[src/spq_pkg.sv]
// Package for the sorted-array priority queue: sizes, entry type, codes.
`default_nettype none
package spq_pkg;

  localparam int CAPACITY = 16;
  localparam int CNT_W    = $clog2(CAPACITY + 1);
  localparam int OCC_W    = 5;
  localparam int WEIGHT_W = 16;
  localparam int NODE_W   = 8;

  typedef enum logic {
    FUNC_INSERT = 1'b0,
    FUNC_REMOVE = 1'b1
  } func_t;

  typedef enum logic [1:0] {
    STATUS_OK         = 2'd0,
    STATUS_FULL_DROP  = 2'd1,
    STATUS_EMPTY_READ = 2'd2
  } status_t;

  typedef struct packed {
    logic signed [WEIGHT_W-1:0] weight;
    logic [NODE_W-1:0]          from_node;
    logic [NODE_W-1:0]          to_node;
  } entry_t;

  // broadcast to every cell for one operation
  typedef struct packed {
    logic   ins;
    logic   rem;
    entry_t new_entry;
  } cell_ctrl_t;

endpackage
`default_nettype wire

[src/spq_cell.sv]
// One slot of the sorted chain: compares, then keeps, shifts up or shifts down.
`default_nettype none
module spq_cell (
  input  wire logic               clk,
  input  wire spq_pkg::cell_ctrl_t ctrl,
  input  wire logic               occupied,
  input  wire logic               left_hit,
  input  wire spq_pkg::entry_t    left_entry,
  input  wire spq_pkg::entry_t    right_entry,
  output logic                    hit,
  output spq_pkg::entry_t         entry
);

  spq_pkg::entry_t entry_next;

  // empty slots count as +infinity so the hit pattern stays monotone
  assign hit = !occupied || ($signed(ctrl.new_entry.weight) <= $signed(entry.weight));

  always_comb begin
    entry_next = entry;
    if (ctrl.ins) begin
      if (left_hit) begin
        entry_next = left_entry;
      end else if (hit) begin
        entry_next = ctrl.new_entry;
      end
    end else if (ctrl.rem) begin
      entry_next = right_entry;
    end
  end

  always_ff @(posedge clk) begin
    entry <= entry_next;
  end

endmodule
`default_nettype wire

[src/sorted_array_priority_queue.sv]
// Top level: sorted priority queue of weighted edges built as a chain of slots.
//
//  channel  dir  handshake           payload
//  s_*      in   s_tvalid/s_tready   s_tuser: func; s_tdata: key_weight, from_node, to_node
//  m_*      out  m_tvalid/m_tready   m_tuser: status; m_tdata: out_weight .. now_full
//
// One transaction per cycle while s_tready is high: every slot compares
// against the new key in the same cycle and the whole chain moves at the
// accepting edge; the result is registered and shows on m_* the following cycle.
// s_tready is high whenever the output register is empty or being drained.
// Reset (rst, synchronous) clears the count and output valid; slot contents
// are left as they are, only slots below the count are ever read.
`default_nettype none
module sorted_array_priority_queue (
  input  wire logic        clk,
  input  wire logic        rst,
  input  wire logic        s_tvalid,
  output logic             s_tready,
  input  wire logic [31:0] s_tdata,   // [15:0] key_weight, [23:16] from_node, [31:24] to_node
  input  wire logic [0:0]  s_tuser,   // [0] func
  output logic             m_tvalid,
  input  wire logic        m_tready,
  output logic [39:0]      m_tdata,   // [15:0] out_weight, [23:16] out_from, [31:24] out_to,
                                      // [36:32] occupancy, [37] now_empty, [38] now_full,
                                      // [39] zero
  output logic [1:0]       m_tuser    // [1:0] status
);

  localparam int N = spq_pkg::CAPACITY;

  logic                          accept;
  logic [spq_pkg::CNT_W-1:0]     count;
  logic [spq_pkg::CNT_W-1:0]     count_next;
  logic                          is_full;
  logic                          is_empty;
  spq_pkg::func_t                func;
  spq_pkg::cell_ctrl_t           ctrl;
  spq_pkg::status_t              status_next;
  logic [N-1:0]                  occ;
  logic [N-1:0]                  hit;
  spq_pkg::entry_t               slot [N];
  logic [39:0]                   data_next;

  assign s_tready = !m_tvalid || m_tready;
  assign accept   = s_tvalid && s_tready;
  assign func     = spq_pkg::func_t'(s_tuser[0]);
  assign is_full  = (count == spq_pkg::CNT_W'(N));
  assign is_empty = (count == '0);

  // decide the operation and its status before the chain moves
  always_comb begin
    ctrl.ins                 = 1'b0;
    ctrl.rem                 = 1'b0;
    ctrl.new_entry.weight    = s_tdata[15:0];
    ctrl.new_entry.from_node = s_tdata[23:16];
    ctrl.new_entry.to_node   = s_tdata[31:24];
    count_next  = count;
    status_next = spq_pkg::STATUS_OK;
    case (func)
      spq_pkg::FUNC_INSERT: begin
        if (is_full) begin
          status_next = spq_pkg::STATUS_FULL_DROP;
        end else begin
          ctrl.ins   = accept;
          count_next = count + 1'b1;
        end
      end
      spq_pkg::FUNC_REMOVE: begin
        if (is_empty) begin
          status_next = spq_pkg::STATUS_EMPTY_READ;
        end else begin
          ctrl.rem   = accept;
          count_next = count - 1'b1;
        end
      end
      default: begin
        status_next = spq_pkg::STATUS_OK;
      end
    endcase
  end

  // the chain: slot 0 holds the lowest weight
  for (genvar i = 0; i < N; i++) begin : g_cell
    assign occ[i] = (count > spq_pkg::CNT_W'(i));
    spq_cell u_cell (
      .clk         (clk),
      .ctrl        (ctrl),
      .occupied    (occ[i]),
      .left_hit    ((i == 0) ? 1'b0 : hit[(i == 0) ? 0 : i - 1]),
      .left_entry  (slot[(i == 0) ? 0 : i - 1]),
      .right_entry (slot[(i == N - 1) ? N - 1 : i + 1]),
      .hit         (hit[i]),
      .entry       (slot[i])
    );
  end

  // result word; the removed edge is read from the head slot
  always_comb begin
    data_next = '0;
    if (ctrl.rem) begin
      data_next[15:0]  = slot[0].weight;
      data_next[23:16] = slot[0].from_node;
      data_next[31:24] = slot[0].to_node;
    end
    data_next[36:32] = spq_pkg::OCC_W'(count_next);
    data_next[37]    = (count_next == '0);
    data_next[38]    = (count_next == spq_pkg::CNT_W'(N));
  end

  always_ff @(posedge clk) begin
    if (rst) begin
      count    <= '0;
      m_tvalid <= 1'b0;
    end else begin
      if (accept) begin
        count    <= count_next;
        m_tvalid <= 1'b1;
      end else if (m_tready) begin
        m_tvalid <= 1'b0;
      end
    end
  end

  always_ff @(posedge clk) begin
    if (accept) begin
      m_tdata <= data_next;
      m_tuser <= status_next;
    end
  end

endmodule
`default_nettype wire

[config.mk]
export PLATFORM = sky130hd
export DESIGN_NAME = sorted_array_priority_queue
export DESIGN_NICKNAME = d
export VERILOG_FILES = /design/src/spq_pkg.sv /design/src/spq_cell.sv /design/src/sorted_array_priority_queue.sv
export SDC_FILE = /design/constraint.sdc
export NUM_CORES = 2
export LEC_CHECK = 0
export ABC_AREA = 0
export CAP_MARGIN = 20
export CELL_PAD_IN_SITES_DETAIL_PLACEMENT = 0
export CELL_PAD_IN_SITES_GLOBAL_PLACEMENT = 1
export CORE_MARGIN = 8
export CORE_UTILIZATION = 48
export CTS_BUF_LIST = sky130_fd_sc_hd__clkbuf_2
export DETAILED_ROUTE_END_ITERATION = 8
export DONT_BUFFER_PORTS = 1
export MAX_ROUTING_LAYER = met4
export PLACE_DENSITY = 0.84
export SETUP_SLACK_MARGIN = 0.4
export SLEW_MARGIN = 20
export SYNTH_ARGS = -nofsm -noshare
export SYNTH_HDL_FRONTEND = slang
export SYNTH_SLANG_ARGS = --single-unit
[constraint.sdc]
create_clock -name clk -period 4.1 [get_ports clk]
set_input_delay 0.41 -clock clk [delete_from_list [all_inputs] [get_ports clk]]
set_output_delay 0.41 -clock clk [all_outputs]
set_load 0.05 [all_outputs]
# After elaboration in Yosys (flattened, before gate mapping)
# Cells that the tools add are included.
dict set report totals {
  ff_bits 559
  inputBits 37
  out_inout_bits 44
  elab_cells 234
}
dict set report classes {
  add_sub_neg 2
  order_cmp 32
  n_eq_ne 17
  mux 73
  bitwise 1
  n_reduce_logical 56
}
# operator n
set op_table {}
lappend op_table {{$mux W32} 61}
lappend op_table {{$le A16 B16 Y1} 16}
lappend op_table {{$ne A3 B1 Y1 const B} 14}
lappend op_table {{$gt A5 B4 Y1 const B} 8}
lappend op_table {{$reduce_and A2 Y1} 16}
lappend op_table {{$gt A5 B3 Y1 const B} 4}
lappend op_table {{$logic_not A1 Y1} 17}
lappend op_table {{$logic_or A1 B1 Y1} 17}
lappend op_table {{$eq A5 B5 Y1 const B} 2}
lappend op_table {{$gt A5 B1 Y1 const B} 2}
lappend op_table {{$gt A5 B2 Y1 const B} 2}
lappend op_table {{$logic_not A5 Y1} 2}
lappend op_table {{$mux W5} 2}
lappend op_table {{$pmux W5 S2} 1}
lappend op_table {{$mux W1} 7}
lappend op_table {{$reduce_bool A2 Y1} 3}
lappend op_table {{$add A5 B1 Y5 const B} 1}
lappend op_table {{$sub A5 B1 Y5 const B} 1}
lappend op_table {{$pmux W2 S2} 1}
lappend op_table {{$mux W2} 1}
lappend op_table {{$ne A2 B1 Y1 const B} 1}
lappend op_table {{$logic_and A1 B1 Y1} 1}
lappend op_table {{$not A1 Y1} 1}

# Logic depth before layout (Yosys ltp)
dict set report depth {
  word_depth 7
  depth_mapped 11
  ltp_nobuf 8
}

# By module
# A second synthesis with hierarchy kept.
dict set report unflattened {
  cells_unflattened 3442
  hier_area_um2 35744.3
}
# mod instances cells_per_inst area_each_um2 seq_area_each_um2
set by_module_without_submodules {}
lappend by_module_without_submodules {{spq_cell at g_cell[0].u_cell ...} 12 204 2103.3 960.9}
lappend by_module_without_submodules {{spq_cell at g_cell[6].u_cell ...} 4 198 2054.5 960.9}
lappend by_module_without_submodules {sorted_array_priority_queue 1 202 2287.2 1351.3}

# Least setup slack after synthesis
# No wires, ideal clock.
dict set report synth_timing {
  kind {reg2reg}
  start {register m_tvalid}
  end {register g_cell[4].u_cell.entry[0] (netlist name), enable pin}
  setup_time_ps 441
  arrival_ps 4637
  required_ps 3659
  setup_slack_ps -978
  path_stages_with_launch 9
  path_buffers 2
  synth_period_minus_slack_ps 5078
  cell_sequence {dfxtp_1 > nand2b_1 > nand2_1 > inv_1 > and3_1 > clkbuf_1 > nor2_1 > clkbuf_1 > a31oi_1}
}
dict set report synth_via {
  elab_chain_cells 7
  word_cells_on_any_way 10
  cone_classes {eq/ne: 1; mux: 4; reduce/logical: 5}
}
# element line_no
set synth_lines {}
lappend synth_lines {{from (decl)} sorted_array_priority_queue.sv:21} ;# output logic m_tvalid,
lappend synth_lines {{from (signal assigned)} sorted_array_priority_queue.sv:113} ;# m_tvalid <= 1'b0;
lappend synth_lines {{from (signal assigned)} sorted_array_priority_queue.sv:117} ;# m_tvalid <= 1'b1;
lappend synth_lines {{from (signal assigned)} sorted_array_priority_queue.sv:119} ;# m_tvalid <= 1'b0;
lappend synth_lines {{$logic_not A1 Y1 *} sorted_array_priority_queue.sv:44} ;# assign s_tready = !m_tvalid || m_tready;
lappend synth_lines {{$logic_or A1 B1 Y1 *} sorted_array_priority_queue.sv:44}
lappend synth_lines {{via s_tready} sorted_array_priority_queue.sv:18} ;# output logic s_tready,
lappend synth_lines {{$logic_and A1 B1 Y1 *} sorted_array_priority_queue.sv:45} ;# assign accept = s_tvalid && s_tready;
lappend synth_lines {{via accept} sorted_array_priority_queue.sv:31} ;# logic accept;
lappend synth_lines {{$mux W1, on equally long branches} {sorted_array_priority_queue.sv:61, sorted_array_priority_queue.sv:69}}
lappend synth_lines {{$mux W1} sorted_array_priority_queue.sv:59} ;# case (func)
lappend synth_lines {{$ne A3 B1 Y1 (no line) / $reduce_bool A2 Y1 (equally long branches)} --}
lappend synth_lines {{$reduce_and A2 Y1 (no line) *} --}
lappend synth_lines {{to (signal assigned)} spq_cell.sv:33} ;# entry <= entry_next;
lappend synth_lines {{to (decl)} spq_cell.sv:11} ;# output spq_pkg::entry_t entry
# The timed path passes the listed nets; every way through them passes the cells marked *.
# A chain may end at the register's enable or synchronous reset.

# Final worst setup path
dict set report layout_timing {
  start {register g_cell[14].u_cell.entry[25] (netlist name)}
  end {register g_cell[15].u_cell.entry[20] (netlist name), data pin}
}
dict set report layout_via {
  elab_chain_cells 3
}
# element line_no
set layout_lines {}
lappend layout_lines {{from (decl)} spq_cell.sv:11}
lappend layout_lines {{from (signal assigned)} spq_cell.sv:33}
lappend layout_lines {{$le A16 B16 Y1} spq_cell.sv:17} ;# assign hit = !occupied || ($signed(ctrl.new_entry.weight) <= $signed(entry.weight));
lappend layout_lines {{$logic_or A1 B1 Y1} spq_cell.sv:17}
lappend layout_lines {{$mux W32} spq_cell.sv:22} ;# if (left_hit) begin
lappend layout_lines {{to (signal assigned)} spq_cell.sv:33}
lappend layout_lines {{to (decl)} spq_cell.sv:11}
# Every way passes these cells.

==> results by group <==
Global routing
  – First-pass GRT wire length: 191000 um
  – Antenna violations before repair: 3
  – Largest net degree at the start of global routing: 130
  – Vias in the first global route: 29.3k
  – Grt total ovfl: 0
  – Total GRT Usage: 0.317

Setup path
  – CP max FO: 8
  – RR Startpoint: g_cell[14].u_cell.entry[25]
  – Reg-to-reg critical path endpoint: g_cell[15].u_cell.entry[20]
  – WP data required: 5.20 ns
  – Worst Setup End Kind: flop
  – Worst path arrival time: 4.67 ns
  – Flop-to-flop setup slack: 0.53 ns
  – Critical path origin: g_cell[14].u_cell.entry[25]
  – Kind of critical path: flop to flop
  – Critical Path Sink: g_cell[15].u_cell.entry[20]
  – R2r worst-path depth: 9
  – Startpoint types: flop

Route
  – Uppermost layer routed: met4
  – WL final: 131000 um
  – DR iter-0 viols: 4922
  – DRC viols: 0
  – Drt wl/cell: 29.1 um
  – DRT Pass-1 Iters: 8
  – WL met1: 52600 um
  – Vias per cell: 6.90
  – Vias: 31.1k
  – Final ANT Viol Nets: 0
  – Met3 wire length: 17900 um
  – Met2 wire len: 55600 um

Timing
  – RSZ-0062 raised after global routing: no
  – Worst setup margin: 0.534 ns
  – Final min period: 3.57 ns
  – Setup TNS Final: 0 ns
  – Slew HR: 0.280
  – Setup violators final: 0
  – Final Cycle Share: 0.870
  – Clk_skew: 0.0996 ns
  – Final hold violation count: 0
  – Max Fclk: 280 MHz
  – Slew Viols, Final: 0
  – Slew @ Worst Pin: 1.08 ns

Power and ir drop
  – Switching share of power: 0.374
  – Clk pwr share: 0.242
  – Static Leak: 14.7 nW
  – Sequential power share: 0.486
  – Power density over the cells: 427 nW/um^2
  – VDD IR-drop max: 0.000249 V
  – Sw Pwr: 0.00613 W
  – Logic pwr share: 0.272
  – Cell Int Power: 0.0103 W

Floorplanning
  – Row count: 99
  – Die Footprint: 82300 um^2
  – Initial core utilization: 0.483
  – Num ports: 81
  – Die height: 287 um
  – DIE WIDTH: 287 um
  – Core area: 72800 um^2

Synth
  – Synth Register Bits: 559
  – Synth Flop Type: edfxtp_1
  – Syn Inst Count: 3420
  – Average instance area after synthesis: 10.3 um^2
  – Syn Nets: 3718
  – Async S/R FF share, synth: 0
  – Warnings, synthesis: 0
  – Sequential share of the synthesized area: 0.475
  – Number of synthesized flops with an enable pin: 553
  – Area of the mapped netlist: 35200 um^2
  – Synth cell types: 86

Clock network
  – Clk sinks: 559
  – Worst-Skew Late Latency: 1.38 ns
  – Clock transition at path regs: 0.11 ns
  – Number of setup buffers added after CTS: 0
  – CTS Buf Count: 151
  – CTS tree: yes
  – Clk root buf: clkbuf_2
  – Htree depth: 4
  – Clk buf depth: 3

Placement
  – DP Area: 36400 um^2
  – Final Wtd Congestion: 0.965
  – DP Worst Slack: 0.582 ns
  – DP HPWL: 90100 um
  – Buffers on Ports: 0
  – Placed cell count: 4184

Status
  – Status: completed

Finish
  – Fin area: 38400 um^2
  – Nets@finish: 3738
  – Synth-to-layout area growth: 8.96%
  – Final non-filler cell total: 4509
  – Share of layout cells above drive strength 1: 0.128

Run
  – Max-cap viol count: 0

Worst hold path
  – Hold WC Path Type: input pin to flop
[cell usage after synthesis (5+ instances only)]
master,instances,share of area
nand3_1,38,0.0054
and3_1,5,0.00089
nand2_1,481,0.051
mux2_2,32,0.010
a31oi_1,31,0.0055
clkbuf_1,215,0.023
edfxtp_1,553,0.47
o31ai_1,6,0.0013
a21o_1,36,0.0077
o311ai_0,56,0.014
o21ai_0,135,0.019
o211ai_1,179,0.038
inv_1,279,0.030
o221ai_1,123,0.031
a21oi_1,92,0.013
o21a_1,9,0.0019
nor2_1,51,0.0054
o211ai_2,17,0.0060
a211oi_1,13,0.0028
buf_1,7,0.00075
and4_1,46,0.011
dfxtp_1,6,0.0034
and2_1,66,0.012
buf_2,77,0.011
o311ai_1,35,0.0087
nor4_1,27,0.0048
o311a_1,7,0.0020
ha_1,261,0.093
a221o_1,138,0.039
nor3_1,102,0.014
or2_1,5,0.00089
a2111oi_0,5,0.0012
nor2b_1,19,0.0034
buf_6,9,0.0029
nand4_1,163,0.029
[worst max-delay path, stage by stage, from the launching register on]
cell and delay [ns]:
edfxtp_1 0.41, inv_1 0.14, ha_1 0.27, a21o_1 0.20, a21o_1 0.18, a21o_1 0.20
a211oi_1 0.45, mux2i_4 0.53, mux2_2 0.39, dlygate4sd3_1 0.56
[how the worst min path moves through the flow]
stage,to,cells after the start,slack [ns],start
after CTS,g_cell[6].u_cell.entry[9],6,0.0007,s_tdata[15]
after global routing,g_cell[15].u_cell.entry[28],5,0.08,s_tdata[4]
after detailed placement,m_tvalid,1,0.48,rst
final,g_cell[12].u_cell.entry[31],7,0.13,s_tdata[3]
after floorplan,m_tvalid,1,0.47,rst
after global placement,m_tvalid,1,0.47,rst
[metrics by stage]
| step | power [W] | util | hold slack (ns) |
|---|---|---|---|
| 2_1_floorplan | 0.0108 | - | 0.472 |
| 3_3_place_gp | 0.0121 | 0.500 | 0.473 |
| 3_5_place_dp | 0.0123 | 0.500 | 0.479 |
| 4_1_cts | 0.0163 | 0.526 | 0.000707 |
| 5_1_grt | 0.0171 | 0.527 | 0.0765 |
| 6_report | 0.0164 | 0.527 | 0.128 |
[sequential cells by signal (all words and copies together) (netlist names)]
name,count
g_cell.u_cell.entry,512
m_tdata,39
m_tvalid,1
count,5
m_tuser,2
[layer usage]
| layer | vias to the layer above | GRT usage |
|---|---|---|
| met4 | 0 | 0.121 |
| li1 | 13400 | - |
| met3 | 323 | 0.0831 |
| met1 | 15100 | 0.432 |
| met5 | - | - |
| met2 | 2307 | 0.451 |
[kinds of logic (layout without fill, tap and decap cells)]
group,count (synthesis),in the layout,share of synthesized area
AO/OA/AOI/OAI,926,926,0.203
AND/OR/NAND/NOR,1041,1041,0.149
adder cells (fa/ha/maj),261,261,0.0927
buffers and inverters,593,715,0.0683
XOR/XNOR,5,5,0.00124
multiplexers,34,34,0.0108
other,1,9,0.000106
flip-flops,559,559,0.475
[power by group through the flow]
stage	Combinational (W)	Sequential [W]	Clock [W]
global route	0.00477	0.00802	0.00427
CTS	0.00432	0.00794	0.00401
global placement	0.00402	0.00805	0
detailed placement	0.00419	0.00807	0
finish	0.00445	0.00797	0.00396
floorplan	0.00296	0.00779	0
[timing repair]
item | 4_1_cts | 5_1_grt
endpoints found under the hold margin | 791 | 0
gates resized for setup | 0 | 4
endpoints found under the setup margin | 0 | 35
hold buffers | 62 | 0
[cells in the final DEF, fill, tap and decap left out, drive strengths merged, types with 6 or more instances in the layout]
master	count
o31ai	7
nor2b	19
o211ai	196
a21o	37
clkbuf	212
diode	8
dfxtp	6
nand3	41
nor2	51
buf	118
a221o	138
a211oi	14
nand2	484
mux2	32
edfxtp	553
o21a	9
ha	261
and2	67
a2111oi	9
nor4	30
o311ai	92
clkinv	35
o221ai	123
nor3	102
and4	47
dlygate4sd3	61
a21oi	92
or2	6
inv	283
o21ai	139
a31oi	31
nand4	164
o311a	7
[layout make-up]
cell class / count / area, um^2
diodes: 8 / 20.0
clock buffers: 212 / 1060
clock inverters: 43 / 234
fillers: 6401 / 34500
inverters: 281 / 1060
multi-input cells: 2268 / 16400
flip-flops and latches: 559 / 16700
well taps: 959 / 1200
repair buffers: 179 / 1650
Power figures use the tool's default switching activity.
